### config.mk
export PLATFORM = sky130hd
export DESIGN_NAME = text_console_cursor_controller
export DESIGN_NICKNAME = d
export VERILOG_FILES = /design/src/design/tcc_pkg.sv /design/src/design/text_console_cursor_controller.sv /design/src/design/tcc_tab_rem.sv /design/src/design/tcc_datapath.sv /design/src/design/tcc_ctrl.sv
export SDC_FILE = /design/constraint.sdc
export NUM_CORES = 1
export LEC_CHECK = 0
export BUFFER_PORTS_ARGS = -buffer_cell sky130_fd_sc_hd__buf_2
export CORE_ASPECT_RATIO = 1.2
export CORE_MARGIN = 8
export CORE_UTILIZATION = 55
export DETAILED_ROUTE_END_ITERATION = 8
export GPL_TIMING_DRIVEN = 0
export PLACE_DENSITY_LB_ADDON = 0.3
export SYNTH_ARGS = -nofsm -noshare
export SYNTH_HDL_FRONTEND = slang
export SYNTH_HIERARCHICAL = 1
export SYNTH_SLANG_ARGS = --single-unit
### constraint.sdc
create_clock -name clk -period 9.6 [get_ports clk]
set_clock_uncertainty 0.05 [all_clocks]
set_input_delay 1.92 -clock clk [delete_from_list [all_inputs] [get_ports clk]]
set_output_delay 1.92 -clock clk [all_outputs]
set_load 0.01 [all_outputs]
### src/design/tcc_pkg.sv
// Shared types and constants for the text console cursor controller.
// No dependencies; every other design file refers to this package by scoped names.
package tcc_pkg;

  // Default values for the top-level parameters.
  localparam int TAB_STOP_DEF    = 4;
  localparam int COORD_WIDTH_DEF = 10;

  // Fixed field widths.
  localparam int CFG_W      = 10;
  localparam int CFG_IDX_W  = 2;
  localparam int CELL_W     = 10;
  localparam int CHAR_W     = 8;

  // Results per input transaction, and the width of the counter that tracks them.
  localparam int MAX_RESULTS = 5;
  localparam int RES_W       = 3;

  // Register reset values.
  localparam logic [CFG_W-1:0] COLUMNS_RST = CFG_W'(80);
  localparam logic [CFG_W-1:0] ROWS_RST    = CFG_W'(25);

  // Configuration register indexes.
  localparam logic [CFG_IDX_W-1:0] REG_ENABLED = 2'd0;
  localparam logic [CFG_IDX_W-1:0] REG_COLUMNS = 2'd1;
  localparam logic [CFG_IDX_W-1:0] REG_ROWS    = 2'd2;

  // Control characters with special handling.
  localparam logic [CHAR_W-1:0] CHAR_LF    = 8'h0A;
  localparam logic [CHAR_W-1:0] CHAR_CR    = 8'h0D;
  localparam logic [CHAR_W-1:0] CHAR_TAB   = 8'h09;
  localparam logic [CHAR_W-1:0] CHAR_BS    = 8'h08;
  localparam logic [CHAR_W-1:0] CHAR_SPACE = 8'h20;

  // Input transaction kinds.
  localparam logic [1:0] KIND_CHAR  = 2'd0;
  localparam logic [1:0] KIND_MOVE  = 2'd1;
  localparam logic [1:0] KIND_CLEAR = 2'd2;

  // Output actions.
  localparam logic [1:0] ACT_DRAW   = 2'd0;
  localparam logic [1:0] ACT_SCROLL = 2'd1;
  localparam logic [1:0] ACT_CLEAR  = 2'd2;

  // Input transaction payload.
  typedef struct packed {
    logic [1:0]        kind;
    logic [CHAR_W-1:0] char_code;
    logic [CELL_W-1:0] new_col;
    logic [CELL_W-1:0] new_row;
  } in_item_t;

  // Result transaction payload.
  typedef struct packed {
    logic [1:0]        action;
    logic [CELL_W-1:0] cell_col;
    logic [CELL_W-1:0] cell_row;
    logic [CHAR_W-1:0] glyph_code;
    logic              last;
  } out_item_t;

  // Decoded class of the held input transaction.
  typedef enum logic [2:0] {
    CLS_IGNORE,
    CLS_MOVE,
    CLS_CLEAR,
    CLS_NEWLINE,
    CLS_CR,
    CLS_BS,
    CLS_TAB,
    CLS_PRINT
  } cls_t;

  // Datapath operations issued by the controller.
  typedef enum logic [3:0] {
    OP_NONE,
    OP_ACCEPT,
    OP_MOVE,
    OP_CLEAR,
    OP_NEXT_LINE,
    OP_CR,
    OP_BS,
    OP_TAB_START,
    OP_TAB_LOAD,
    OP_PRINT_LOAD,
    OP_DRAW,
    OP_FLUSH
  } op_t;

  // Controller to datapath.
  typedef struct packed {
    op_t op;
  } cmd_t;

  // Datapath to controller.
  typedef struct packed {
    cls_t cls;
    logic emit_ok;
    logic out_free;
    logic pend_valid;
    logic wrap_need;
    logic wrap_fits;
    logic res_full;
    logic spaces_last;
    logic rem_done;
  } status_t;

endpackage

### src/design/text_console_cursor_controller.sv
// Top level of the text console cursor controller.
// Depends on tcc_pkg; instantiates tcc_ctrl and tcc_datapath.
//
//   Port group  Direction  Handshake          Payload
//   in_         input      in_valid/in_stall  tcc_pkg::in_item_t
//   out_        output     out_valid/out_stall tcc_pkg::out_item_t
//   cfg_        input      cfg_we             cfg_index, cfg_wdata
//
// One transaction is handled at a time. A printable character is accepted, dispatched,
// checked for a wrap, drawn and finished; newline, carriage return, backspace, clear and
// cursor moves go from dispatch straight to finish. A tab first waits on the two-stage
// column remainder unit, then checks and draws once per space until the expansion ends
// or stops early. Results leave at most one per cycle through an output register; a
// stalled output holds the sequencer. Reset is synchronous and needs no clearing pass.
module text_console_cursor_controller #(
  parameter int TAB_STOP    = tcc_pkg::TAB_STOP_DEF,
  parameter int COORD_WIDTH = tcc_pkg::COORD_WIDTH_DEF
) (
  input  logic                          clk,
  input  logic                          rst_n,
  input  logic                          in_valid,
  output logic                          in_stall,
  input  tcc_pkg::in_item_t             in_data,
  output logic                          out_valid,
  input  logic                          out_stall,
  output tcc_pkg::out_item_t            out_data,
  input  logic                          cfg_we,
  input  logic [tcc_pkg::CFG_IDX_W-1:0] cfg_index,
  input  logic [tcc_pkg::CFG_W-1:0]     cfg_wdata
);

  tcc_pkg::cmd_t    cmd;
  tcc_pkg::status_t status;

  // Sequencer.
  tcc_ctrl u_ctrl (
    .clk      (clk),
    .rst_n    (rst_n),
    .in_valid (in_valid),
    .in_stall (in_stall),
    .cmd      (cmd),
    .status   (status)
  );

  // Cursor and result datapath.
  tcc_datapath #(
    .TAB_STOP    (TAB_STOP),
    .COORD_WIDTH (COORD_WIDTH)
  ) u_datapath (
    .clk       (clk),
    .rst_n     (rst_n),
    .cfg_we    (cfg_we),
    .cfg_index (cfg_index),
    .cfg_wdata (cfg_wdata),
    .in_data   (in_data),
    .out_valid (out_valid),
    .out_stall (out_stall),
    .out_data  (out_data),
    .cmd       (cmd),
    .status    (status)
  );

endmodule

### src/design/tcc_tab_rem.sv
// Column remainder unit: cursor column modulo the tab stop, by reciprocal multiplication
// for the quotient, then subtraction. Depends on tcc_pkg for the parameter defaults.
module tcc_tab_rem #(
  parameter int TAB_STOP    = tcc_pkg::TAB_STOP_DEF,
  parameter int COORD_WIDTH = tcc_pkg::COORD_WIDTH_DEF
) (
  input  logic                   clk,
  input  logic                   rst_n,
  input  logic                   start,
  input  logic [COORD_WIDTH-1:0] col,
  output logic [COORD_WIDTH-1:0] rem,
  output logic                   done
);

  // Scaled reciprocal of the tab stop; the quotient is exact over the whole column range.
  localparam int SH    = COORD_WIDTH + $clog2(TAB_STOP);
  localparam int RECIP = ((1 << SH) + TAB_STOP - 1) / TAB_STOP;
  localparam int RCW   = COORD_WIDTH + 2;
  localparam int PW    = COORD_WIDTH + RCW;

  logic [COORD_WIDTH-1:0] col_r;
  logic [COORD_WIDTH-1:0] quot_r;
  logic [COORD_WIDTH-1:0] quot_nxt;
  logic [COORD_WIDTH-1:0] rem_r;
  logic [COORD_WIDTH-1:0] rem_nxt;
  logic [PW-1:0]          prod;
  logic                   busy_r;
  logic                   done_r;

  // First stage: quotient from the reciprocal product.
  assign prod     = PW'(col) * PW'(RECIP);
  assign quot_nxt = COORD_WIDTH'(prod >> SH);

  // Second stage: remainder from the quotient.
  assign rem_nxt  = col_r - (quot_r * COORD_WIDTH'(TAB_STOP));

  // Stage sequencing: the start is registered as busy, and busy in turn as done.
  always_ff @(posedge clk) begin
    if (!rst_n) begin
      busy_r <= 1'b0;
      done_r <= 1'b0;
    end else begin
      busy_r <= start;
      done_r <= busy_r;
    end
  end

  // Stage registers.
  always_ff @(posedge clk) begin
    if (start) begin
      col_r  <= col;
      quot_r <= quot_nxt;
    end
    if (busy_r) begin
      rem_r <= rem_nxt;
    end
  end

  assign rem  = rem_r;
  assign done = done_r;

endmodule

### src/design/tcc_datapath.sv
// Datapath: configuration registers, cursor, held transaction, result staging and output register.
// Depends on tcc_pkg and instantiates tcc_tab_rem.
module tcc_datapath #(
  parameter int TAB_STOP    = tcc_pkg::TAB_STOP_DEF,
  parameter int COORD_WIDTH = tcc_pkg::COORD_WIDTH_DEF
) (
  input  logic                           clk,
  input  logic                           rst_n,
  input  logic                           cfg_we,
  input  logic [tcc_pkg::CFG_IDX_W-1:0]  cfg_index,
  input  logic [tcc_pkg::CFG_W-1:0]      cfg_wdata,
  input  tcc_pkg::in_item_t              in_data,
  output logic                           out_valid,
  input  logic                           out_stall,
  output tcc_pkg::out_item_t             out_data,
  input  tcc_pkg::cmd_t                  cmd,
  output tcc_pkg::status_t               status
);

  localparam int CW   = COORD_WIDTH;
  localparam int CFW  = tcc_pkg::CFG_W;
  localparam int CMPW = ((CW > CFW) ? CW : CFW) + 1;
  localparam int SPW  = $clog2(TAB_STOP + 1);
  localparam int RW   = tcc_pkg::RES_W;

  // Configuration.
  logic           enabled_r;
  logic [CFW-1:0] columns_r;
  logic [CFW-1:0] rows_r;

  // Cursor and per-transaction state.
  logic [CW-1:0]             col_r;
  logic [CW-1:0]             row_r;
  tcc_pkg::in_item_t         item_r;
  logic [tcc_pkg::CHAR_W-1:0] glyph_r;
  logic [SPW-1:0]            spaces_r;
  logic [RW-1:0]             res_r;

  // One result is held back until it is known whether another follows.
  logic                      pend_valid_r;
  tcc_pkg::out_item_t        pend_r;
  logic                      out_valid_r;
  tcc_pkg::out_item_t        out_r;

  // Derived values.
  logic [CMPW-1:0]           col_ext;
  logic [CMPW-1:0]           row_inc_ext;
  logic                      wrap_need;
  logic                      scroll_need;
  logic [CW-1:0]             row_scrolled;
  logic [CW-1:0]             row_inc;
  logic [CW-1:0]             col_dec;
  logic                      wrap_fits;
  logic                      out_free;
  logic                      push;
  logic                      emit_en;
  tcc_pkg::out_item_t        emit_res;
  tcc_pkg::out_item_t        push_res;
  tcc_pkg::cls_t             cls;
  logic [CW-1:0]             rem;
  logic                      rem_done;
  logic                      rem_start;

  // Tab column remainder unit.
  assign rem_start = (cmd.op == tcc_pkg::OP_TAB_START);

  tcc_tab_rem #(
    .TAB_STOP    (TAB_STOP),
    .COORD_WIDTH (COORD_WIDTH)
  ) u_tab_rem (
    .clk   (clk),
    .rst_n (rst_n),
    .start (rem_start),
    .col   (col_r),
    .rem   (rem),
    .done  (rem_done)
  );

  // Edge tests against the screen size, at a width that holds both sides.
  assign col_ext      = CMPW'(col_r);
  assign row_inc_ext  = CMPW'(row_r) + CMPW'(1);
  assign wrap_need    = (col_ext >= CMPW'(columns_r));
  assign scroll_need  = (row_inc_ext >= CMPW'(rows_r));
  assign row_scrolled = (rows_r == '0) ? '0 : CW'(rows_r - CFW'(1));
  assign row_inc      = row_r + CW'(1);
  assign col_dec      = col_r - CW'(1);
  assign wrap_fits    = ((RW + 1)'(res_r) + (scroll_need ? (RW + 1)'(2) : (RW + 1)'(1)))
                        <= (RW + 1)'(tcc_pkg::MAX_RESULTS);

  // Decode the held transaction.
  always_comb begin
    cls = tcc_pkg::CLS_IGNORE;
    if (item_r.kind == tcc_pkg::KIND_MOVE) begin
      cls = tcc_pkg::CLS_MOVE;
    end else if (item_r.kind == tcc_pkg::KIND_CLEAR && enabled_r) begin
      cls = tcc_pkg::CLS_CLEAR;
    end else if (item_r.kind == tcc_pkg::KIND_CHAR && enabled_r) begin
      if (item_r.char_code == tcc_pkg::CHAR_LF) begin
        cls = tcc_pkg::CLS_NEWLINE;
      end else if (item_r.char_code == tcc_pkg::CHAR_CR) begin
        cls = tcc_pkg::CLS_CR;
      end else if (item_r.char_code == tcc_pkg::CHAR_TAB) begin
        cls = tcc_pkg::CLS_TAB;
      end else if (item_r.char_code == tcc_pkg::CHAR_BS) begin
        cls = tcc_pkg::CLS_BS;
      end else begin
        cls = tcc_pkg::CLS_PRINT;
      end
    end
  end

  // Result produced by the current operation, if any.
  always_comb begin
    emit_en  = 1'b0;
    emit_res = '0;
    unique case (cmd.op)
      tcc_pkg::OP_CLEAR: begin
        emit_en         = 1'b1;
        emit_res.action = tcc_pkg::ACT_CLEAR;
      end
      tcc_pkg::OP_NEXT_LINE: begin
        emit_en         = scroll_need;
        emit_res.action = tcc_pkg::ACT_SCROLL;
      end
      tcc_pkg::OP_BS: begin
        emit_en             = (col_r != '0);
        emit_res.action     = tcc_pkg::ACT_DRAW;
        emit_res.cell_col   = tcc_pkg::CELL_W'(col_dec);
        emit_res.cell_row   = tcc_pkg::CELL_W'(row_r);
        emit_res.glyph_code = tcc_pkg::CHAR_SPACE;
      end
      tcc_pkg::OP_DRAW: begin
        emit_en             = 1'b1;
        emit_res.action     = tcc_pkg::ACT_DRAW;
        emit_res.cell_col   = tcc_pkg::CELL_W'(col_r);
        emit_res.cell_row   = tcc_pkg::CELL_W'(row_r);
        emit_res.glyph_code = glyph_r;
      end
      default: begin
        emit_en  = 1'b0;
        emit_res = '0;
      end
    endcase
  end

  assign out_free = !out_valid_r || !out_stall;
  assign push     = (emit_en && pend_valid_r) || (cmd.op == tcc_pkg::OP_FLUSH);

  // The held result on its way out; only the flush marks it as the last one.
  always_comb begin
    push_res      = pend_r;
    push_res.last = (cmd.op == tcc_pkg::OP_FLUSH);
  end

  // Configuration writes.
  always_ff @(posedge clk) begin
    if (!rst_n) begin
      enabled_r <= 1'b1;
      columns_r <= tcc_pkg::COLUMNS_RST;
      rows_r    <= tcc_pkg::ROWS_RST;
    end else if (cfg_we) begin
      unique case (cfg_index)
        tcc_pkg::REG_ENABLED: enabled_r <= cfg_wdata[0];
        tcc_pkg::REG_COLUMNS: columns_r <= cfg_wdata;
        tcc_pkg::REG_ROWS:    rows_r    <= cfg_wdata;
        default: ;
      endcase
    end
  end

  // Cursor, counters and result staging.
  always_ff @(posedge clk) begin
    if (!rst_n) begin
      col_r        <= '0;
      row_r        <= '0;
      res_r        <= '0;
      spaces_r     <= '0;
      pend_valid_r <= 1'b0;
      out_valid_r  <= 1'b0;
    end else begin
      unique case (cmd.op)
        tcc_pkg::OP_ACCEPT: begin
          res_r <= '0;
        end
        tcc_pkg::OP_MOVE: begin
          if (item_r.new_col < columns_r) begin
            col_r <= CW'(item_r.new_col);
          end
          if (item_r.new_row < rows_r) begin
            row_r <= CW'(item_r.new_row);
          end
        end
        tcc_pkg::OP_CLEAR: begin
          col_r <= '0;
          row_r <= '0;
        end
        tcc_pkg::OP_NEXT_LINE: begin
          col_r <= '0;
          row_r <= scroll_need ? row_scrolled : row_inc;
        end
        tcc_pkg::OP_CR: begin
          col_r <= '0;
        end
        tcc_pkg::OP_BS: begin
          if (col_r != '0) begin
            col_r <= col_dec;
          end
        end
        tcc_pkg::OP_TAB_LOAD: begin
          spaces_r <= SPW'(TAB_STOP) - SPW'(rem);
        end
        tcc_pkg::OP_PRINT_LOAD: begin
          spaces_r <= SPW'(1);
        end
        tcc_pkg::OP_DRAW: begin
          col_r    <= col_r + CW'(1);
          spaces_r <= spaces_r - SPW'(1);
        end
        default: ;
      endcase

      // A new result displaces the held one towards the output.
      if (emit_en) begin
        pend_valid_r <= 1'b1;
        res_r        <= res_r + RW'(1);
      end else if (cmd.op == tcc_pkg::OP_FLUSH) begin
        pend_valid_r <= 1'b0;
      end

      if (push) begin
        out_valid_r <= 1'b1;
      end else if (!out_stall) begin
        out_valid_r <= 1'b0;
      end
    end
  end

  // Payload registers.
  always_ff @(posedge clk) begin
    if (cmd.op == tcc_pkg::OP_ACCEPT) begin
      item_r <= in_data;
    end
    if (cmd.op == tcc_pkg::OP_TAB_START) begin
      glyph_r <= tcc_pkg::CHAR_SPACE;
    end else if (cmd.op == tcc_pkg::OP_PRINT_LOAD) begin
      glyph_r <= item_r.char_code;
    end
    if (emit_en) begin
      pend_r <= emit_res;
    end
    if (push) begin
      out_r <= push_res;
    end
  end

  // Status towards the controller.
  always_comb begin
    status             = '0;
    status.cls         = cls;
    status.emit_ok     = !pend_valid_r || out_free;
    status.out_free    = out_free;
    status.pend_valid  = pend_valid_r;
    status.wrap_need   = wrap_need;
    status.wrap_fits   = wrap_fits;
    status.res_full    = (res_r >= RW'(tcc_pkg::MAX_RESULTS));
    status.spaces_last = (spaces_r == SPW'(1));
    status.rem_done    = rem_done;
  end

  assign out_valid = out_valid_r;
  assign out_data  = out_r;

endmodule

### src/design/tcc_ctrl.sv
// Controller state machine: sequences one input transaction through the datapath.
// Depends on tcc_pkg for the command and status types.
module tcc_ctrl (
  input  logic             clk,
  input  logic             rst_n,
  input  logic             in_valid,
  output logic             in_stall,
  output tcc_pkg::cmd_t    cmd,
  input  tcc_pkg::status_t status
);

  typedef enum logic [2:0] {
    S_IDLE,
    S_DISPATCH,
    S_TAB_REM,
    S_CHECK,
    S_DRAW,
    S_FINISH
  } state_t;

  state_t state_r;
  state_t state_nxt;
  logic   in_stall_r;

  // Next state and the operation issued this cycle.
  always_comb begin
    state_nxt = state_r;
    cmd       = '0;
    cmd.op    = tcc_pkg::OP_NONE;
    unique case (state_r)
      S_IDLE: begin
        if (in_valid) begin
          cmd.op    = tcc_pkg::OP_ACCEPT;
          state_nxt = S_DISPATCH;
        end
      end
      S_DISPATCH: begin
        state_nxt = S_FINISH;
        unique case (status.cls)
          tcc_pkg::CLS_MOVE:    cmd.op = tcc_pkg::OP_MOVE;
          tcc_pkg::CLS_CLEAR:   cmd.op = tcc_pkg::OP_CLEAR;
          tcc_pkg::CLS_NEWLINE: cmd.op = tcc_pkg::OP_NEXT_LINE;
          tcc_pkg::CLS_CR:      cmd.op = tcc_pkg::OP_CR;
          tcc_pkg::CLS_BS:      cmd.op = tcc_pkg::OP_BS;
          tcc_pkg::CLS_TAB: begin
            cmd.op    = tcc_pkg::OP_TAB_START;
            state_nxt = S_TAB_REM;
          end
          tcc_pkg::CLS_PRINT: begin
            cmd.op    = tcc_pkg::OP_PRINT_LOAD;
            state_nxt = S_CHECK;
          end
          default: cmd.op = tcc_pkg::OP_NONE;
        endcase
      end
      S_TAB_REM: begin
        if (status.rem_done) begin
          cmd.op    = tcc_pkg::OP_TAB_LOAD;
          state_nxt = S_CHECK;
        end
      end
      // Wrap to a new line first if the cursor is at the right edge, as long as
      // the wrap and the glyph both still fit in this transaction's results.
      S_CHECK: begin
        priority if (status.wrap_need) begin
          if (!status.wrap_fits) begin
            state_nxt = S_FINISH;
          end else if (status.emit_ok) begin
            cmd.op    = tcc_pkg::OP_NEXT_LINE;
            state_nxt = S_DRAW;
          end
        end else if (status.res_full) begin
          state_nxt = S_FINISH;
        end else begin
          state_nxt = S_DRAW;
        end
      end
      S_DRAW: begin
        if (status.emit_ok) begin
          cmd.op    = tcc_pkg::OP_DRAW;
          state_nxt = status.spaces_last ? S_FINISH : S_CHECK;
        end
      end
      // Release the held result, marked as the last of the transaction.
      S_FINISH: begin
        if (!status.pend_valid) begin
          state_nxt = S_IDLE;
        end else if (status.out_free) begin
          cmd.op    = tcc_pkg::OP_FLUSH;
          state_nxt = S_IDLE;
        end
      end
      default: state_nxt = S_IDLE;
    endcase
  end

  // State and registered stall.
  always_ff @(posedge clk) begin
    if (!rst_n) begin
      state_r    <= S_IDLE;
      in_stall_r <= 1'b0;
    end else begin
      state_r    <= state_nxt;
      in_stall_r <= (state_nxt != S_IDLE);
    end
  end

  assign in_stall = in_stall_r;

endmodule

# After elaboration in Yosys (flattened, before gate mapping)
# Index checks and enable logic that the tools add are counted.
[totals]
reg_bits = 161
in_bits = 47
out_inout_bits = 33
elab_cells = 156
[op_classes]
n_addsub = 10
magnitude_cmp = 6
n_eq_ne = 36
mux = 47
reduce_logical = 27
[ops]
columns = ["cell", "count"]
rows = [
  ["28-bit one-hot mux with 2 select lines", 1],
  ["3-bit 2-to-1 mux", 18],
  ["10-bit 2-to-1 mux", 5],
  ["10-bit one-hot mux with 4 select lines", 1],
  ["8-bit by 4-bit == test with 1-bit output (second input constant)", 4],
  ["10-bit one-hot mux with 3 select lines", 1],
  ["4-bit one-hot mux with 7 select lines", 1],
  ["4-bit 2-to-1 mux", 6],
  ["4-bit one-hot mux with 6 select lines", 1],
  ["10-bit by 1-bit adder with 10-bit output (second input constant)", 2],
  ["10-bit less-than comparator", 2],
  ["10-bit by 1-bit subtractor with 10-bit output (second input constant)", 2],
  ["3-bit == test (second input constant)", 6],
  ["3-bit one-hot mux with 6 select lines", 1],
  ["4-bit by 3-bit == test with 1-bit output (second input constant)", 4],
  ["4-bit == test (second input constant)", 4],
  ["3-bit by 2-bit == test with 1-bit output (second input constant)", 4],
  ["10-bit by 1-bit adder with 11-bit output (second input constant)", 1],
  ["11-bit by 10-bit >= comparator with 1-bit output", 1],
  ["10-bit >= comparator", 1],
  ["10-bit logical NOT", 1],
  ["10-bit nonzero test", 1],
  ["3-bit by 1-bit == test with 1-bit output (second input constant)", 3],
  ["3-bit one-hot mux with 3 select lines", 1],
  ["29 further kinds", 54],
]

# Depth between registers and ports, before layout
# Gate-level depths: netlist of run 1.
[logic_depth]
ltp_word = 17
mapped_depth = 30
ltp_nobuf = 26

# Modules after synthesis
# Netlist of run 1, hierarchy kept.
[by_module_without_submodules]
columns = ["module", "n_inst", "cells_per_inst", "area_per_inst_um2", "seq_area_each_um2"]
rows = [
  ["tcc_datapath", 1, 713, 7470.9, 3873.7],
  ["tcc_ctrl", 1, 62, 491.7, 80.1],
  ["tcc_tab_rem", 1, 17, 236.5, 160.2],
]

# Worst setup path after synthesis of run 1
# OpenSTA, ideal clock, no wires.
[synth_path]
path_type = "flip-flop to flip-flop"
start = "reg u_datapath.row_r[0]"
end = "reg u_datapath.out_r, in the netlist u_datapath/out_data[0] (enable)"
setup_ns = 0.388
arrival_ns = 5.837
required_time_ns = 9.162
slack_ns = 3.326
path_stages_with_launch = 25
path_buffers = 3
synth_period_minus_slack_ns = 6.274
path_cell_list = "dfxtp_1 -> ha_1 -> nand2_1 -> or2_1 -> xnor2_1 -> ha_1 -> and4_1 -> o21ai_0 -> o221ai_1 -> a41o_1 -> clkbuf_1 -> fa_1 -> a221o_1 -> a21oi_1 -> buf_4 -> and3_1 -> a21oi_1 -> nor3_1 -> buf_6 -> nand2b_1 -> or3_1 -> inv_1 -> a21boi_4 -> inv_2 -> a21o_1"
[synth_lines]
columns = ["element", "line", "rtl"]
rows = [
  ["start: declaration", "tcc_datapath.sv:33", "logic [CW-1:0] row_r;"],
  ["start signal: assignment", "tcc_datapath.sv:190", "row_r <= CW'(item_r.new_row);"],
  ["start signal: assignment", "tcc_datapath.sv:199", "row_r <= scroll_need ? row_scrolled : row_inc;"],
  ["end signal: assignment", "tcc_datapath.sv:252", "out_r <= push_res;"],
  ["end: declaration", "tcc_datapath.sv:43", "tcc_pkg::out_item_t out_r;"],
]

==> flow_metrics.tcl, run 1 <==
set metrics [dict create \
    power_leakage_nw 3.63 \
    drive_gt1_share_pct 16.7 \
    yosys_warnings 6 \
    arrival_ps 7450 \
    grt_start_max_net_pins 33 \
    pwr_density_cell_nw_per_um2 299 \
    cts_buffers 17 \
    firstDrtPassIters 6 \
    drv_slew 0 \
    postSynthAreaPerCell_um2 10.4 \
    finalSetupViolCount 0 \
    wl_per_cell_um 17.9 \
    wl_mm 19.2 \
    via_count 6330 \
    grt_first_pass_wirelength_mm 30.4 \
    fillCellCount 1169 \
    clk_path_buf_depth 2 \
    routabilityCongestion 0.887 \
    cts_tree "built" \
    viasPerCell 5.90 \
    fp.dieW_um 127 \
    critPathLaunchType "flop" \
    outcome "finished, final reports clean" \
    top_level_ports 80 \
    crit_fanout 32 \
    worst_pin_slew_ps 839 \
    hold_buffers 0 \
    die_h_um 149 \
    clockRootBuffer "clkbuf_16" \
    hp-class "flop to flop" \
    area_growth_pct 15.1 \
    slew_headroom_pct 43.3 \
    max_freq_mhz 134 \
    syn_inst 785 \
    hold_violations 0 \
    ant_nets 0 \
    grt_pass1_vias 6160 \
    portBuffers 79 \
    cts.sinks 158 \
    coreArea_um2 14400 \
    final_common_cell "nand2_1" \
    drc 0 \
    post_cts_resized 0 \
    htreeDepth 4 \
    required_ps 9610 \
    clock_latency_ps 430 \
    grtUsageTotal_pct 20.7 \
    final.period_utilization_pct 77.5 \
    dp_hpwl_mm 14.0 \
    synth_area_um2 8150 \
    grt-ovfl-total 0 \
    ir_drop_v 0.000196 \
    crit_path_end_kind "flop" \
    clkTransAtPathRegs_ps 60 \
    nets 987 \
    cap_violations 0 \
    rsz0062_at_grt "no" \
    cts_setup_buffers 0 \
    worstSetupPathType "flop to flop" \
    synth_fp_nets 888 \
    drt_iter0_drc 591 \
    power.total_mw 2.80 \
    start_util_pct 56.5 \
    finalSetupTns_ps 0 \
    rows 48 \
    timing.final.crit_period_ps 7440 \
    dieArea_um2 19000 \
    antenna_found_initial 1 \
    layout_common_cells "nand2_1 (96), edfxtp_1 (95), buf_2 (84)" \
]
==> through the flow <==
step / util [%] / setup slack, ps / area (um^2) / hold slack, ps / cells
3_5_place_dp: 60.8 / 1800 / 8760 / 355 / 1039
5_1_grt: 65.1 / 1690 / 9380 / 373 / 1073
6_report: 65.1 / 2160 / 9380 / 364 / 1073
4_1_cts: 64.8 / 1760 / 9350 / 369 / 1071
2_1_floorplan: - / 3330 / 8150 / 350 / 785
3_3_place_gp: 60.8 / 1890 / 8760 / 350 / 1039
==> path summary, 6_finish.rpt <==
path | slack, ps | end | cells past startpoint | from
setup / recovery | 2160 | u_datapath/out_data[24]$_DFFE_PP_ | 24 | u_datapath/row_r[0]$_SDFFE_PN0P_
hold / removal | 360 | u_datapath/out_data[13]$_DFFE_PP_ | 0 | u_datapath/pend_r[13]$_DFFE_PP_
setup reg to reg | 2160 | u_datapath/out_data[24]$_DFFE_PP_ | 24 | u_datapath/row_r[0]$_SDFFE_PN0P_
hold reg to reg | 360 | u_datapath/out_data[13]$_DFFE_PP_ | 0 | u_datapath/pend_r[13]$_DFFE_PP_
==> critical path: stages, from the launching register on <==
cell,delay (ps)
dfxtp_1,480
ha_1,260
nand2_1,60
or2_1,260
xnor2_1,180
ha_1,330
and4_1,180
o21ai_0,100
o221ai_1,240
a41o_1,400
clkbuf_1,510
fa_1,530
a221o_1,360
a21oi_1,140
buf_4,120
and3_1,180
a21oi_1,80
nor3_1,200
buf_6,170
nand2b_1,130
or3_1,410
inv_1,170
a21boi_4,100
inv_2,580
a21o_2,810
==> registers in the layout (all words and copies together), names as in the netlist, 2 cells and up <==
signal / cells
u_ctrl/state_r: 3
u_datapath/col_r: 10
u_datapath/columns_r: 10
u_datapath/glyph_r: 8
u_datapath/item_r: 30
u_datapath/out_data: 31
u_datapath/pend_r: 30
u_datapath/res_r: 3
u_datapath/row_r: 10
u_datapath/rows_r: 10
u_datapath/spaces_r: 3
u_datapath/u_tab_rem/col_r: 2
u_datapath/u_tab_rem/rem: 2
==> report_power, final <==
group	total, mW	switching, mW	internal [mW]
clock	0.666	0.281	0.385
combinational	1.06	0.649	0.409
sequential	1.08	0.110	0.969
==> metal layers <==
layer  share of wire [%]  track usage, %  wire [um]  up-vias
li1                    -               -          -     3065
met1                  40            23.6       7770     2992
met2                  51            36.4       9840      233
met4                 2.2            8.70        416        0
met3                 6.3            4.76       1220       40
met5                   0               0          0        -
==> area by class of cell <==
class / count / area, um^2 / share of cell area [%]
buffer: 43 / 231 / 2.47
clock inverter: 15 / 160 / 1.71
multi-input combinational: 538 / 3630 / 38.7
clock buffer: 17 / 425 / 4.54
antenna: 1 / 2.50 / 0.0267
tap: 175 / 219 / 2.33
inverter: 46 / 173 / 1.84
timing repair buffer: 80 / 423 / 4.51
sequential: 158 / 4110 / 43.9
No activity file was read; power rests on OpenSTA's default activity.
==> run 2: changes to the inputs <==
--- a/config.mk
+++ b/config.mk
@@ -5,10 +5,11 @@
 export SDC_FILE = /design/constraint.sdc
 export NUM_CORES = 1
 export LEC_CHECK = 0
+export ABC_AREA = 1
 export BUFFER_PORTS_ARGS = -buffer_cell sky130_fd_sc_hd__buf_2
 export CORE_ASPECT_RATIO = 1.2
 export CORE_MARGIN = 8
-export CORE_UTILIZATION = 55
+export CORE_UTILIZATION = 54
 export DETAILED_ROUTE_END_ITERATION = 8
 export GPL_TIMING_DRIVEN = 0
 export PLACE_DENSITY_LB_ADDON = 0.3
==> constraint.sdc (replaced) <==
create_clock -name clk -period 6.1 [get_ports clk]
set_clock_uncertainty 0.05 [all_clocks]
set_input_delay 1.22 -clock clk [delete_from_list [all_inputs] [get_ports clk]]
set_output_delay 1.22 -clock clk [all_outputs]
set_load 0.01 [all_outputs]
==> run 2 against run 1 <==
- wire length is 2.3% lower
- hold slack better by 3.6 ps
- sequential share of layout area is 1.0 points lower
- combinational power is 57% higher
- sequential cell count stayed put
- maximum frequency is 33% higher
- register-to-register slack worse by 1600 ps
- non-clock buffer count is 13 lower
- via count is 6.6% higher
- worst setup slack worse by 1600 ps
- clock-buffer cell count stayed put
- first-iteration DRC count is 2.7% higher
- critical endpoint unchanged
- highest routed layer unchanged
==> flow_metrics.tcl, run 2 <==
set metrics [dict create \
    finalInstanceArea_um2 9600 \
    place_area_um2 8930 \
    clock_latency_ps 430 \
    grt-ovfl-total 0 \
    drive_gt1_share_pct 18.4 \
    grt_first_pass_wirelength_mm 29.9 \
    swShare_pct 39.8 \
    via_count 6746 \
    final-seq-area_um2 4120 \
    ant_nets 0 \
    hold_violations 0 \
    wl_met3_mm 1.19 \
    switching_power_mw 1.73 \
    final_common_cell "nand2_1" \
    hp-class "flop to flop" \
    synth_area_um2 8250 \
    grtUsageTotal_pct 19.7 \
    coreArea_um2 15000 \
    clkTransAtPathRegs_ps 60 \
    die_h_um 151 \
    critPathLaunchType "flop" \
    fin_hold_ws_ps 368 \
    layout_common_cells "nand2_1 (156), inv_1 (118), edfxtp_1 (95)" \
    cts_buffers 17 \
    hold_buffers 0 \
    met2_length_mm 8.98 \
    wl_per_cell_um 14.9 \
    finalSetupViolCount 0 \
    pwr-share-comb_pct 38.3 \
    drv_slew 0 \
    top_level_ports 80 \
    grt_start_max_net_pins 35 \
    crit_fanout 17 \
    rows 49 \
    ir_drop_v 0.000257 \
    slew_headroom_pct 50.4 \
    area_growth_pct 16.4 \
    fp.dieW_um 129 \
    postSynthAreaPerCell_um2 8.81 \
    rsz0062_at_grt "no" \
    clk_path_buf_depth 2 \
    max_freq_mhz 179 \
    clkPwrFrac_pct 22.9 \
    cts.sinks 158 \
    nets 1146 \
    p_seq_share_pct 38.8 \
    clockRootBuffer "clkbuf_16" \
    fillCellCount 1295 \
    cp_slowest_cell "dfxtp_1" \
    dp_hpwl_mm 13.7 \
    drt_iter0_drc 607 \
    worst_pin_slew_ps 738 \
    htreeDepth 4 \
    portBuffers 79 \
    finalSetupTns_ps 0 \
    wirelength_met1_mm 8.20 \
    routabilityCongestion 0.931 \
    synth_fp_nets 1040 \
    power_leakage_nw 4.20 \
    top_layer_used "met4" \
    arrival_ps 5660 \
    dieArea_um2 19500 \
    p_int_mw 2.61 \
    wl_mm 18.8 \
    largest_register_ffs 31 \
    critical-path-max-stage-delay_ps 410 \
    crit_path_end_kind "flop" \
    pwr_density_cell_nw_per_um2 451 \
    yosys_warnings 6 \
    cts_tree "built" \
    worstSetupPathType "flop to flop" \
    drc 0 \
    viasPerCell 5.35 \
    grt_pass1_vias 6258 \
    required_ps 6180 \
    syn_inst 937 \
    cap_violations 0 \
    start_util_pct 55.2 \
    num_antenna_cells 0 \
    outcome "finished, final reports clean" \
    final.period_utilization_pct 91.5 \
    firstDrtPassIters 6 \
    timing.final.crit_period_ps 5580 \
    multi_input_area_um2 3600 \
    antenna_found_initial 0 \
]
[run 2: area by class of cell]
cell class,count,area share (%)
Sequential cell,158,42.8
Inverter,125,4.89
Multi-Input combinational cell,631,37.5
Clock inverter,15,1.34
Timing Repair Buffer,84,4.64
Tap cell,204,2.66
Clock buffer,17,4.43
Buffer,26,1.69
[run 2: timing repair]
item                                    CTS  global route
endpoints found under the setup margin   31            94
resized for setup                         5             7
pin swaps                                 0             5
gates cloned                              0             3
setup buffers                             0             4
[run 2: power groups by stage]
stage               Sequential [mW]  Combinational [mW]  Clock [mW]
floorplan                      1.65                1.19           0
global placement               1.71                1.51           0
detailed placement             1.70                1.58           0
CTS                            1.68                1.61        1.02
global route                   1.71                1.87        1.06
finish                         1.68                1.66       0.993
[run 2: worst paths after layout]
| path | end | slack (ps) | startpoint | depth (start not counted) |
|---|---|---|---|---|
| max | u_datapath/out_data[24]$_DFFE_PP_ | 520 | u_datapath/row_r[1]$_SDFFE_PN0P_ | 28 |
| min | u_datapath/out_data[4]$_DFFE_PP_ | 370 | u_datapath/pend_r[4]$_DFFE_PP_ | 0 |
| max reg2reg | u_datapath/out_data[24]$_DFFE_PP_ | 520 | u_datapath/row_r[1]$_SDFFE_PN0P_ | 28 |
| min reg2reg | u_datapath/out_data[4]$_DFFE_PP_ | 370 | u_datapath/pend_r[4]$_DFFE_PP_ | 0 |
[run 2: per-layer routing]
metal | vias up | GRT usage (%)
met5 | - | 0
met4 | 0 | 8.06
met3 | 35 | 5.07
met2 | 223 | 32.6
met1 | 3112 | 24.0
li1 | 3376 | -
[run 2: worst max-delay path: cells and delay by family (launching register included)]
family	cells	cell delay (ps)
compound gates	2	430
xor+xnor	2	390
fa+ha+maj	4	1160
buf+inv	4	540
flops	1	410
simple gates	16	2280
[run 2: metrics by stage]
stage               power (mW)  cells  setup slack (ps)  util, %
global placement          3.22   1220             -1090     59.5
global route              4.64   1260              41.7     64.2
CTS                       4.31   1253             0.691     63.6
detailed placement        3.29   1221             -1120     59.7
finish                    4.33   1260               518     64.2
floorplan                 2.84    937               204        -
